[src/design/tgapsd_pkg.sv]
// Shared types and constants for the TGA pixel stream decoder.
`default_nettype none
package tgapsd_pkg;

	localparam int unsigned CFG_INDEX_W = 4;
	localparam int unsigned CFG_DATA_W  = 16;
	localparam int unsigned QUEUE_DEPTH = 2;

	localparam logic [CFG_INDEX_W-1:0] REG_RUN_LENGTH_MODE = CFG_INDEX_W'(0);
	localparam logic [CFG_INDEX_W-1:0] REG_PIXEL_FORMAT    = CFG_INDEX_W'(1);
	localparam logic [CFG_INDEX_W-1:0] REG_IMAGE_WIDTH     = CFG_INDEX_W'(2);
	localparam logic [CFG_INDEX_W-1:0] REG_IMAGE_HEIGHT    = CFG_INDEX_W'(3);

	localparam logic [1:0] FMT_GREY = 2'd0;
	localparam logic [1:0] FMT_BGR  = 2'd1;
	localparam logic [1:0] FMT_BGRA = 2'd2;

	// Decoding controls seen by the front end.
	typedef struct packed {
		logic       run_length_mode;
		logic [1:0] pixel_format;
	} fmt_cfg_t;

	// One decoded pixel before clipping against the image size.
	typedef struct packed {
		logic [7:0] red;
		logic [7:0] green;
		logic [7:0] blue;
		logic [7:0] alpha;
		logic [7:0] count;
	} pix_event_t;

endpackage
`default_nettype wire

[src/design/tgapsd_if.sv]
// Handshake channel interfaces for payload bytes, pixels and configuration writes.
`default_nettype none
interface tgapsd_byte_if import tgapsd_pkg::*; ();
	logic       valid;
	logic       ready;
	logic [7:0] payload_byte;
	modport source(output valid, output payload_byte, input ready);
	modport sink(input valid, input payload_byte, output ready);
endinterface

interface tgapsd_pixel_if import tgapsd_pkg::*; ();
	logic       valid;
	logic       ready;
	logic [7:0] red;
	logic [7:0] green;
	logic [7:0] blue;
	logic [7:0] alpha;
	logic [7:0] repeat_count;
	logic       last_pixel;
	modport source(output valid, output red, output green, output blue, output alpha,
		output repeat_count, output last_pixel, input ready);
	modport sink(input valid, input red, input green, input blue, input alpha,
		input repeat_count, input last_pixel, output ready);
endinterface

interface tgapsd_cfg_if import tgapsd_pkg::*; ();
	logic                   valid;
	logic                   ready;
	logic [CFG_INDEX_W-1:0] index;
	logic [CFG_DATA_W-1:0]  data;
	modport source(output valid, output index, output data, input ready);
	modport sink(input valid, input index, input data, output ready);
endinterface
`default_nettype wire

[src/design/tgapsd_front.sv]
// Front end: parses packet headers and assembles payload bytes into pixels.
`default_nettype none
module tgapsd_front import tgapsd_pkg::*; (
	input  wire logic         clk,
	input  wire logic         arst_n,
	input  wire fmt_cfg_t     cfg,
	tgapsd_byte_if.sink       payload,
	output      logic         push_valid,
	output      pix_event_t   push_data,
	input  wire logic         push_ready
);

	logic       expect_q;
	logic       is_run_q;
	logic [7:0] left_q;
	logic [1:0] bip_q;
	logic [7:0] blue_q;
	logic [7:0] green_q;
	logic [7:0] red_q;

	logic       accept;
	logic       rle;
	logic       hdr;
	logic       complete;
	logic [7:0] b;
	logic [7:0] left_dec;
	logic [7:0] run_count;

	assign payload.ready = push_ready;
	assign accept        = payload.valid && push_ready;
	assign b             = payload.payload_byte;
	assign rle           = cfg.run_length_mode && (cfg.pixel_format != FMT_GREY);
	assign hdr           = rle && expect_q;

	always_comb begin
		unique case (cfg.pixel_format)
			FMT_GREY: complete = 1'b1;
			FMT_BGR:  complete = (bip_q >= 2'd2);
			default:  complete = (bip_q == 2'd3);
		endcase
	end

	// A run with an empty counter still counts once.
	assign run_count       = (left_q == 8'd0) ? 8'd1 : left_q;
	assign left_dec        = (left_q == 8'd0) ? 8'd0 : left_q - 8'd1;

	always_comb begin
		push_data.count = (rle && is_run_q) ? run_count : 8'd1;
		unique case (cfg.pixel_format)
			FMT_GREY: begin
				push_data.red   = b;
				push_data.green = 8'd0;
				push_data.blue  = 8'd0;
				push_data.alpha = 8'd0;
			end
			FMT_BGR: begin
				push_data.red   = b;
				push_data.green = green_q;
				push_data.blue  = blue_q;
				push_data.alpha = 8'd0;
			end
			default: begin
				push_data.red   = red_q;
				push_data.green = green_q;
				push_data.blue  = blue_q;
				push_data.alpha = b;
			end
		endcase
	end

	assign push_valid      = accept && !hdr && complete;

	always_ff @(posedge clk or negedge arst_n) begin
		if (!arst_n) begin
			expect_q <= 1'b1;
			is_run_q <= 1'b0;
			left_q   <= 8'd0;
			bip_q    <= 2'd0;
		end else if (accept) begin
			if (hdr) begin
				is_run_q <= b[7];
				left_q   <= b[7] ? b - 8'd127 : b + 8'd1;
				expect_q <= 1'b0;
				bip_q    <= 2'd0;
			end else if (!complete) begin
				bip_q <= bip_q + 2'd1;
			end else begin
				bip_q <= 2'd0;
				if (rle) begin
					if (is_run_q) begin
						left_q   <= 8'd0;
						expect_q <= 1'b1;
					end else begin
						left_q   <= left_dec;
						expect_q <= (left_dec == 8'd0);
					end
				end
			end
		end
	end

	always_ff @(posedge clk or negedge arst_n) begin
		if (!arst_n) begin
			blue_q  <= 8'd0;
			green_q <= 8'd0;
			red_q   <= 8'd0;
		end else if (accept && !hdr && !complete) begin
			case (bip_q)
				2'd0:    blue_q  <= b;
				2'd1:    green_q <= b;
				default: red_q   <= b;
			endcase
		end
	end

endmodule
`default_nettype wire

[src/design/tgapsd_queue.sv]
// Short first-in first-out queue of decoded pixels between front and back end.
`default_nettype none
module tgapsd_queue import tgapsd_pkg::*; #(
	parameter int unsigned DEPTH = QUEUE_DEPTH
) (
	input  wire logic       clk,
	input  wire logic       arst_n,
	input  wire logic       push_valid,
	input  wire pix_event_t push_data,
	output      logic       push_ready,
	output      logic       pop_valid,
	output      pix_event_t pop_data,
	input  wire logic       pop
);

	localparam int unsigned PTR_W = (DEPTH > 1) ? $clog2(DEPTH) : 1;
	localparam int unsigned CNT_W = $clog2(DEPTH + 1);

	pix_event_t             mem_q [DEPTH];
	logic [PTR_W-1:0]       wr_ptr_q;
	logic [PTR_W-1:0]       rd_ptr_q;
	logic [CNT_W-1:0]       count_q;
	logic                   do_push;
	logic                   do_pop;

	assign push_ready = (count_q != CNT_W'(DEPTH));
	assign pop_valid  = (count_q != CNT_W'(0));
	assign pop_data   = mem_q[rd_ptr_q];
	assign do_push    = push_valid && push_ready;
	assign do_pop     = pop && pop_valid;

	function automatic logic [PTR_W-1:0] next_ptr(input logic [PTR_W-1:0] p);
		next_ptr = (p == PTR_W'(DEPTH - 1)) ? PTR_W'(0) : p + PTR_W'(1);
	endfunction

	always_ff @(posedge clk or negedge arst_n) begin
		if (!arst_n) begin
			wr_ptr_q <= '0;
			rd_ptr_q <= '0;
			count_q  <= '0;
		end else begin
			if (do_push) wr_ptr_q <= next_ptr(wr_ptr_q);
			if (do_pop) rd_ptr_q <= next_ptr(rd_ptr_q);
			if (do_push && !do_pop) begin
				count_q <= count_q + CNT_W'(1);
			end else if (do_pop && !do_push) begin
				count_q <= count_q - CNT_W'(1);
			end
		end
	end

	always_ff @(posedge clk) begin
		if (do_push) mem_q[wr_ptr_q] <= push_data;
	end

endmodule
`default_nettype wire

[src/design/tgapsd_back.sv]
// Back end: clips repeat counts to the image size, tracks completion and drives the output.
`default_nettype none
module tgapsd_back import tgapsd_pkg::*; (
	input  wire logic        clk,
	input  wire logic        arst_n,
	input  wire logic [31:0] total,
	input  wire logic        byte_taken,
	input  wire logic        head_valid,
	input  wire pix_event_t  head_data,
	output      logic        pop,
	tgapsd_pixel_if.source   pixel
);

	logic [31:0] emitted_q;
	logic        done_q;
	logic        valid_q;
	logic [7:0]  red_q;
	logic [7:0]  green_q;
	logic [7:0]  blue_q;
	logic [7:0]  alpha_q;
	logic [7:0]  count_q;
	logic        last_q;

	logic [31:0] remaining;
	logic        rem_zero;
	logic        clip;
	logic        drop;
	logic        load;
	logic [7:0]  count_c;

	assign rem_zero  = !(total > emitted_q);
	assign remaining = total - emitted_q;
	assign clip      = ({24'd0, head_data.count} >= remaining);
	assign count_c   = clip ? remaining[7:0] : head_data.count;
	assign drop      = done_q || rem_zero;
	assign pop       = head_valid && (drop || !valid_q || pixel.ready);
	assign load      = pop && !drop;

	always_ff @(posedge clk or negedge arst_n) begin
		if (!arst_n) begin
			emitted_q <= 32'd0;
			done_q    <= 1'b0;
			valid_q   <= 1'b0;
		end else begin
			if (pop && !done_q) begin
				if (rem_zero) begin
					done_q <= 1'b1;
				end else begin
					emitted_q <= clip ? total : emitted_q + 32'(head_data.count);
					done_q    <= clip;
				end
			end else if (byte_taken && rem_zero) begin
				// Any byte that arrives once the image is covered closes it for good.
				done_q <= 1'b1;
			end
			if (load) valid_q <= 1'b1;
			else if (pixel.ready) valid_q <= 1'b0;
		end
	end

	always_ff @(posedge clk) begin
		if (load) begin
			red_q   <= head_data.red;
			green_q <= head_data.green;
			blue_q  <= head_data.blue;
			alpha_q <= head_data.alpha;
			count_q <= count_c;
			last_q  <= clip;
		end
	end

	assign pixel.valid        = valid_q;
	assign pixel.red          = red_q;
	assign pixel.green        = green_q;
	assign pixel.blue         = blue_q;
	assign pixel.alpha        = alpha_q;
	assign pixel.repeat_count = count_q;
	assign pixel.last_pixel   = last_q;

endmodule
`default_nettype wire

[src/design/tga_pixel_stream_decoder.sv]
// Top level of the TGA pixel stream decoder: configuration registers and the three stages.
//
// The decoder takes one payload byte per clock cycle as long as the output is taken and
// emits each completed pixel as R, G, B, A with a repeat count, clipped to the pixels the
// image still needs; last_pixel marks the result that completes the image, and bytes after
// it are dropped until reset. A byte enters the front end in the cycle it is offered if the
// pixel queue has room, and a completed pixel passes through that queue into the output
// register; when the output stalls, the pixel queue (QUEUE_DEPTH entries, at least two)
// absorbs pixels before the byte input is held off. Configuration writes are always
// accepted and should be made only while no pixel is in flight.
`default_nettype none
module tga_pixel_stream_decoder import tgapsd_pkg::*; #(
	parameter int unsigned QUEUE_DEPTH_P = QUEUE_DEPTH
) (
	input  wire logic      clk,
	input  wire logic      arst_n,
	tgapsd_cfg_if.sink     cfg,
	tgapsd_byte_if.sink    payload,
	tgapsd_pixel_if.source pixel
);

	logic        run_length_mode_q;
	logic [1:0]  pixel_format_q;
	logic [15:0] image_width_q;
	logic [15:0] image_height_q;
	logic [31:0] total_q;

	logic [15:0] width_next;
	logic [15:0] height_next;
	logic        byte_taken;
	fmt_cfg_t    fmt_cfg;
	logic        push_valid;
	pix_event_t  push_data;
	logic        push_ready;
	logic        head_valid;
	pix_event_t  head_data;
	logic        pop;

	assign cfg.ready = 1'b1;

	always_ff @(posedge clk or negedge arst_n) begin
		if (!arst_n) begin
			run_length_mode_q <= 1'b0;
			pixel_format_q    <= FMT_BGR;
			image_width_q     <= 16'd1;
			image_height_q    <= 16'd1;
		end else if (cfg.valid) begin
			unique case (cfg.index)
				REG_RUN_LENGTH_MODE: run_length_mode_q <= cfg.data[0];
				REG_PIXEL_FORMAT:    pixel_format_q    <= cfg.data[1:0];
				REG_IMAGE_WIDTH:     image_width_q     <= cfg.data;
				REG_IMAGE_HEIGHT:    image_height_q    <= cfg.data;
				default: ;
			endcase
		end
	end

	assign width_next  = (cfg.valid && (cfg.index == REG_IMAGE_WIDTH)) ? cfg.data
		: image_width_q;
	assign height_next = (cfg.valid && (cfg.index == REG_IMAGE_HEIGHT)) ? cfg.data
		: image_height_q;

	// The pixel total is taken from the incoming size values, so it changes on the same
	// edge as the size registers.
	always_ff @(posedge clk or negedge arst_n) begin
		if (!arst_n) total_q <= 32'd1;
		else total_q <= 32'(width_next) * 32'(height_next);
	end

	assign byte_taken = payload.valid && payload.ready;

	assign fmt_cfg.run_length_mode = run_length_mode_q;
	assign fmt_cfg.pixel_format    = pixel_format_q;

	tgapsd_front u_front (
		.clk        (clk),
		.arst_n     (arst_n),
		.cfg        (fmt_cfg),
		.payload    (payload),
		.push_valid (push_valid),
		.push_data  (push_data),
		.push_ready (push_ready)
	);

	tgapsd_queue #(
		.DEPTH (QUEUE_DEPTH_P)
	) u_queue (
		.clk        (clk),
		.arst_n     (arst_n),
		.push_valid (push_valid),
		.push_data  (push_data),
		.push_ready (push_ready),
		.pop_valid  (head_valid),
		.pop_data   (head_data),
		.pop        (pop)
	);

	tgapsd_back u_back (
		.clk        (clk),
		.arst_n     (arst_n),
		.total      (total_q),
		.byte_taken (byte_taken),
		.head_valid (head_valid),
		.head_data  (head_data),
		.pop        (pop),
		.pixel      (pixel)
	);

endmodule
`default_nettype wire
[src/flat_wrapper.sv]
// flat-port wrapper written by rule: the top's interface ports become plain ports
module tga_pixel_stream_decoder_flat import tgapsd_pkg::*;
#(
	parameter int unsigned QUEUE_DEPTH_P = QUEUE_DEPTH
)
  (clk, arst_n, cfg_valid, cfg_index, cfg_data, cfg_ready, payload_valid, payload_payload_byte, payload_ready, pixel_valid, pixel_red, pixel_green, pixel_blue, pixel_alpha, pixel_repeat_count, pixel_last_pixel, pixel_ready);
  tgapsd_cfg_if cfg_i ();
  tgapsd_byte_if payload_i ();
  tgapsd_pixel_if pixel_i ();
  input  wire logic clk;
  input  wire logic arst_n;
  input wire logic [$bits(cfg_i.valid)-1:0] cfg_valid;
  input wire logic [$bits(cfg_i.index)-1:0] cfg_index;
  input wire logic [$bits(cfg_i.data)-1:0] cfg_data;
  output wire logic [$bits(cfg_i.ready)-1:0] cfg_ready;
  input wire logic [$bits(payload_i.valid)-1:0] payload_valid;
  input wire logic [$bits(payload_i.payload_byte)-1:0] payload_payload_byte;
  output wire logic [$bits(payload_i.ready)-1:0] payload_ready;
  output wire logic [$bits(pixel_i.valid)-1:0] pixel_valid;
  output wire logic [$bits(pixel_i.red)-1:0] pixel_red;
  output wire logic [$bits(pixel_i.green)-1:0] pixel_green;
  output wire logic [$bits(pixel_i.blue)-1:0] pixel_blue;
  output wire logic [$bits(pixel_i.alpha)-1:0] pixel_alpha;
  output wire logic [$bits(pixel_i.repeat_count)-1:0] pixel_repeat_count;
  output wire logic [$bits(pixel_i.last_pixel)-1:0] pixel_last_pixel;
  input wire logic [$bits(pixel_i.ready)-1:0] pixel_ready;
  assign cfg_i.valid = cfg_valid;
  assign cfg_i.index = cfg_index;
  assign cfg_i.data = cfg_data;
  assign cfg_ready = cfg_i.ready;
  assign payload_i.valid = payload_valid;
  assign payload_i.payload_byte = payload_payload_byte;
  assign payload_ready = payload_i.ready;
  assign pixel_valid = pixel_i.valid;
  assign pixel_red = pixel_i.red;
  assign pixel_green = pixel_i.green;
  assign pixel_blue = pixel_i.blue;
  assign pixel_alpha = pixel_i.alpha;
  assign pixel_repeat_count = pixel_i.repeat_count;
  assign pixel_last_pixel = pixel_i.last_pixel;
  assign pixel_i.ready = pixel_ready;
  tga_pixel_stream_decoder #(.QUEUE_DEPTH_P(QUEUE_DEPTH_P)) u_core (.clk(clk), .arst_n(arst_n), .cfg(cfg_i), .payload(payload_i), .pixel(pixel_i));
endmodule
[config.mk]
export PLATFORM = sky130hd
export DESIGN_NAME = tga_pixel_stream_decoder_flat
export DESIGN_NICKNAME = d
export VERILOG_FILES = /design/src/design/tgapsd_pkg.sv /design/src/design/tgapsd_if.sv /design/src/design/tgapsd_front.sv /design/src/design/tgapsd_queue.sv /design/src/design/tgapsd_back.sv /design/src/design/tga_pixel_stream_decoder.sv /design/src/flat_wrapper.sv
export SDC_FILE = /design/constraint.sdc
export NUM_CORES = 1
export LEC_CHECK = 0
export BUFFER_PORTS_ARGS = -buffer_cell sky130_fd_sc_hd__buf_2
export CORE_ASPECT_RATIO = 0.7
export CORE_MARGIN = 5
export CORE_UTILIZATION = 69
export CTS_BUF_LIST = sky130_fd_sc_hd__clkbuf_4 sky130_fd_sc_hd__clkbuf_8 sky130_fd_sc_hd__clkbuf_16
export CTS_CLUSTER_SIZE = 14
export DETAILED_ROUTE_END_ITERATION = 8
export PLACE_DENSITY = 0.91
export SETUP_SLACK_MARGIN = 0.4
export SYNTH_ARGS = -nofsm -noshare
export SYNTH_HDL_FRONTEND = slang
export SYNTH_SLANG_ARGS = --single-unit
[constraint.sdc]
create_clock -name clk -period 16.05 [get_ports clk]
set_input_delay 1.605 -clock clk [delete_from_list [all_inputs] [get_ports clk]]
set_output_delay 1.605 -clock clk [all_outputs]
set_load 0.03 [all_outputs]
==> reports/metrics.csv, run 1 <==
metric,value,unit
status,completed,
number of max-cap violations,0,
# fillers,2044,
R2R Path Start,u_core.image_width_q[10],
CP dominant cell by count,fa_1,
chip width,221,um
total CTS buffers,25,
fin crit share,60.1,%
max frequency,104,MHz
detailed-route wire length,61400,um
Post-Layout Cell Count,2658,
hold path cells,1,
drt wl/cell,23.1,um
core area,31000,um^2
area grow syn2layout,7.48,%
DRC Markers,0,
H-tree levels,1,
Hold Buf Count CTS,0,
die area,34900,um^2
"Clk Latency, worst-skew pair",0.56,ns
Worst R2R Setup Slack,8.14,ns
"FFs w/ async S/R, synth",53.8,%
Post-DRT Antenna Nets,0,
Crit. End Element,register,
Setup Skew,0.0178,ns
layout cells sized above 1,11.3,%
RSZ-0062 raised after global routing,false,
reg-to-reg critical path endpoint,u_core.total_q[31],
I/O Pins,77,
1st-pass router iterations,7,
I/O Buffers,75,
Post-synth EDFFs,121,
"Data arrival, critical path",10.08,ns
die height,158,um
vias per cell,6.32,
final core occ,74.7,%
Final Max Tran Viols,0,
clock transition at the registers of the reported paths,0.07,ns
Slowest cell on crit path,mux2i_1,
largest net degree at the start of global routing,96,
crit-path max cell delay,1.09,ns
GR Util All Layers,35.5,%
"Top FF cell, synth",dfrtp_1,
Yosys cell types,74,
most frequent cells in the layout,"inv_1 (313), nand2_1 (236), nor2_1 (198)",
Crit path required time,16.48,ns
final hold vios,0,
Post-Place Cells,2611,
first-pass GRT wire length,97400,um
post-CTS sizing,0,
post-route setup TNS,0,ns
Post-Syn Area,21600,um^2
"Avg Cell Area, Syn",9.92,um^2
WHS Endpoint,u_core.u_front.red_q[1],
Post-layout nets,2607,
vias post-DR,16800,
synthesized flop and latch total,262,
critical path class,input pin to register,
Synth warnings,0,
vias in the first global route,17700,
"commonest non-fill, non-tap cell in the layout",inv_1,
R2R depth,24,
antenna violations before repair,1,
CP Max Fanout,16,
Placer Congestion,1.02,
Hold Startpoint,u_core.u_front.red_q[1],
Starting Density,69.5,%
minimum clock period,9.65,ns
Crit path max-delay family,adder cells,
setup bufs post-CTS,0,
type of the worst min-delay path,register to register,
Synth Instances,2174,
1st-iter DRT viols,1992,
Root Driver,clkbuf_16,
buffer depth of the longest clock path,3,
FP Rows,54,
GRT overflow,0,
# setup viols final,0,
CP Buf/Inv Count,6,
Post-Syn Nets,2563,
CTS tree,done,
Slew Limit Headroom,7.29,%
clk sinks,262,
sequential element share of the synthesized area,33.2,%
worst-margin pin slew,1.35,ns
startpoint types,input pin,
DPL Wire Length,45000,um
-- flip-flops by register name (all words and copies together), names as in the netlist, 16 cells and up --
signal,flops
u_core.total_q,32
u_core.image_width_q,16
u_core.u_back.emitted_q,32
u_core.u_queue.mem_q,80
u_core.image_height_q,16
-- cell type report --
class | instances | area, um^2 | share of cell area [%]
clock inverters | 11 | 126 | 0.545
well taps | 420 | 526 | 2.27
diodes | 1 | 2.50 | 0.0108
clock buffers | 35 | 713 | 3.08
inverters | 319 | 1200 | 5.17
multi-input cells | 1511 | 12900 | 55.6
repair buffers | 99 | 562 | 2.42
flip-flops and latches | 262 | 7170 | 30.9
-- routing by layer --
layer,part of all wire [%],GRT usage [%],vias up
met2,46,58.0,1072
met3,12,10.1,162
met1,39,47.9,8262
li1,-,-,7306
met4,2.5,9.15,0
met5,0,0,-
-- synthesized netlist by cell type (55+ instances only) --
master / n / area share, %
nand2_1: 236 / 4.1
dfrtp_1: 136 / 16
o21ai_0: 60 / 1.4
clkbuf_1: 69 / 1.2
fa_1: 196 / 18
mux2i_1: 55 / 2.6
edfxtp_1: 121 / 17
ha_1: 160 / 9.3
a21oi_1: 80 / 1.9
nor2_1: 198 / 3.4
inv_1: 313 / 5.4
mux2_2: 79 / 4.1
-- stage by stage --
stage / hold slack (ns) / instance area [um^2] / setup WS [ns]
after global routing: 0.520 / 23200 / 6.15
after CTS: 0.504 / 23200 / 6.77
after detailed placement: 0.492 / 22300 / 6.26
after floorplan: 0.455 / 21600 / 7.30
after global placement: 0.478 / 22300 / 6.64
final: 0.504 / 23200 / 6.40
-- cells by family (layout without fill, tap and decap cells) --
group | count (synthesis) | after routing | share of synthesized area (%)
buffers and inverters | 401 | 464 | 7.12
DFF | 262 | 262 | 33.2
AOI/OAI and AO/OA | 284 | 284 | 8.62
muxes | 135 | 135 | 6.73
other | 1 | 2 | 0.0174
xor gates and xnor gates | 59 | 59 | 2.40
and+or+nand+nor | 676 | 676 | 14.4
adders and majority gates | 356 | 356 | 27.5
-- worst max path at each step --
stage	start	endpoint	cells past startpoint
detailed placement	cfg_index[3]	u_core.total_q[31]	29
global placement	cfg_index[3]	u_core.total_q[31]	29
global route	cfg_index[3]	u_core.total_q[31]	29
finish	cfg_index[3]	u_core.total_q[31]	29
CTS	cfg_index[3]	u_core.total_q[31]	29
floorplan	cfg_index[3]	u_core.total_q[31]	30
Power of run 1 is left out: the tool's default activity adds up to more than one toggle a clock period on the data nets, which glitch-free logic cannot reach.
==> run 2: changes to the inputs <==
--- a/config.mk
+++ b/config.mk
@@ -8,11 +8,11 @@
 export BUFFER_PORTS_ARGS = -buffer_cell sky130_fd_sc_hd__buf_2
 export CORE_ASPECT_RATIO = 0.7
 export CORE_MARGIN = 5
-export CORE_UTILIZATION = 69
+export CORE_UTILIZATION = 64
 export CTS_BUF_LIST = sky130_fd_sc_hd__clkbuf_4 sky130_fd_sc_hd__clkbuf_8 sky130_fd_sc_hd__clkbuf_16
 export CTS_CLUSTER_SIZE = 14
 export DETAILED_ROUTE_END_ITERATION = 8
-export PLACE_DENSITY = 0.91
+export PLACE_DENSITY = 0.86
 export SETUP_SLACK_MARGIN = 0.4
 export SYNTH_ARGS = -nofsm -noshare
 export SYNTH_HDL_FRONTEND = slang
==> constraint.sdc (replaced) <==
create_clock -name clk -period 10 [get_ports clk]
set_input_delay 1 -clock clk [delete_from_list [all_inputs] [get_ports clk]]
set_output_delay 1 -clock clk [all_outputs]
set_load 0.03 [all_outputs]
==> run 2 against run 1 <==
Against the previous run: critical path type unchanged; clock skew is 0.0052 ns higher; flip-flop and latch count stayed put; clock-buffer cell count is 1 higher; register-to-register slack worse by 5.8 ns; via count is 1.5% lower.
==> reports/metrics.csv, run 2 (same netlist as run 1, synthesis figures left out) <==
metric,value,unit,change
core area,33400,um^2,was 31000 um^2
most frequent cells in the layout,"inv_1 (313), nand2_1 (236), nor2_1 (198)",,unchanged
fin crit share,88.1,%,
Hold WS,0.468,ns,was 0.504 ns
worst-margin pin slew,1.30,ns,was 1.35 ns
GR Util All Layers,31.9,%,was 35.5%
drt wl/cell,22.1,um,was 23.1 um
Crit path max-delay family,adder cells,,unchanged
max FFs per register,80,,unchanged
max frequency,114,MHz,
post-CTS sizing,0,,unchanged
grt peak-use layer,met2,,unchanged
layout cells sized above 1,11.2,%,was 11.3%
total CTS buffers,25,,unchanged
critical path class,input pin to register,,unchanged
"Clk Latency, worst-skew pair",0.56,ns,about the same
CTS tree,done,,unchanged
met1 GRT Util,44.5,%,was 47.9%
Post-layout nets,2608,,was 2607
die height,164,um,was 158 um
Starting Density,64.7,%,was 69.5%
crit-path max cell delay,1.09,ns,about the same
H-tree levels,1,,unchanged
top flop regs,"u_core.u_queue.mem_q (80), u_core.total_q (32), u_core.u_back.emitted_q (32)",,unchanged
Crit path required time,10.47,ns,was 16.48 ns
# fillers,2470,,was 2044
CP Buf/Inv Count,7,,was 6
Setup Skew,0.0230,ns,was 0.0178 ns
Slew Limit Headroom,10.7,%,was 7.29%
buffer depth of the longest clock path,3,,unchanged
Hold Buf Count CTS,0,,unchanged
Post-Layout Cell Count,2673,,was 2658
"Data arrival, critical path",9.27,ns,was 10.08 ns
Biggest register,u_core.u_queue.mem_q,,unchanged
first-pass GRT wire length,94700,um,was 97400 um
CP Max Fanout,16,,unchanged
detailed-route wire length,59200,um,was 61400 um
Worst R2R Setup Slack,2.31,ns,was 8.14 ns
I/O Pins,77,,unchanged
FP Rows,56,,was 54
I/O Buffers,75,,unchanged
number of max-cap violations,0,,unchanged
DRC Markers,0,,unchanged
M3 GR Usage,8.84,%,was 10.1%
Post-DRT Antenna Nets,0,,unchanged
post-route setup TNS,0,ns,unchanged
vias in the first global route,17100,,was 17700
clock transition at the registers of the reported paths,0.06,ns,was 0.07 ns
Final Max Tran Viols,0,,unchanged
RSZ-0062 raised after global routing,false,,unchanged
Root Driver,clkbuf_16,,unchanged
clk sinks,262,,unchanged
largest net degree at the start of global routing,73,,was 96
die area,37500,um^2,was 34900 um^2
area taken by flip-flops and latches,7170,um^2,unchanged
Slowest cell on crit path,mux2i_1,,unchanged
chip width,229,um,was 221 um
DPL Wire Length,44300,um,was 45000 um
area grow syn2layout,7.41,%,was 7.48%
minimum clock period,8.81,ns,
startpoint types,input pin,,unchanged
1st-iter DRT viols,1701,,was 1992
Antenna Diode Count,0,,was 1
setup bufs post-CTS,0,,unchanged
"commonest non-fill, non-tap cell in the layout",inv_1,,unchanged
status,completed,,unchanged
1st-pass router iterations,8,,was 7
antenna violations before repair,0,,was 1
final hold vios,0,,unchanged
CP dominant cell by count,fa_1,,unchanged
vias per cell,6.19,,was 6.32
Placer Congestion,1.05,,was 1.02
area occupied by multi-input gates,12900,um^2,about the same
Post-Place Cells,2627,,was 2611
GRT overflow,0,,unchanged
vias post-DR,16500,,was 16800
type of the worst min-delay path,input pin to asynchronous set/reset pin,,was register to register
Crit. End Element,register,,unchanged
# setup viols final,0,,unchanged
met2 global-route usage,50.6,%,was 58.0%
==> run 2: final cells by class <==
cell class | instances | area share, %
timing repair buffer | 100 | 2.46
multi-input combinational | 1511 | 55.6
clock inverter | 10 | 0.324
clock buffer | 36 | 3.16
inverter | 319 | 5.17
sequential | 262 | 31.0
tap | 435 | 2.35
==> run 2: final timing paths <==
kind / startpoint / endpoint / cells past startpoint
worst min-delay path: arst_n / u_core.u_front.blue_q[3] / 1
min in group clk: u_core.u_queue.count_q[1] / u_core.u_queue.count_q[1] / 1
max in group asynchronous: arst_n / u_core.u_queue.rd_ptr_q / 2
worst max-delay path: cfg_index[3] / u_core.total_q[30] / 29
worst max register to register: u_core.image_width_q[2] / u_core.total_q[30] / 24
worst min register to register: u_core.u_queue.count_q[1] / u_core.u_queue.count_q[1] / 1
==> run 2: stage by stage <==
stage	utilization, %	setup WS, ns	area (um^2)
finish	69.5	1.19	23200
global route	69.5	0.633	23200
CTS	69.5	1.27	23200
detailed placement	67.0	0.788	22400
global placement	67.0	1.04	22400
floorplan	-	1.86	21600
==> run 2: layer usage <==
layer	up-vias	routed length, um
met5	-	0
met4	0	1510
met3	134	6630
met2	896	26700
met1	8203	24300
li1	7309	-
==> run 2: worst register-to-register path, cell delays in order (launching register included) <==
cell	delay, ns
dfrtp_1	0.37
mux2i_1	0.95
clkinv_1	0.74
nand2_1	0.26
fa_1	0.48
fa_1	0.40
inv_1	0.07
ha_1	0.14
inv_1	0.05
fa_1	0.46
fa_1	0.55
inv_1	0.05
fa_1	0.37
ha_1	0.39
a21o_1	0.21
a21oi_1	0.13
inv_1	0.07
o311ai_0	0.53
nand3_1	0.21
o211ai_1	0.23
o31ai_1	0.18
nor2b_1	0.17
o31ai_1	0.12
o41ai_1	0.34
xnor2_1	0.16
Power of run 2 is left out for the same reason.
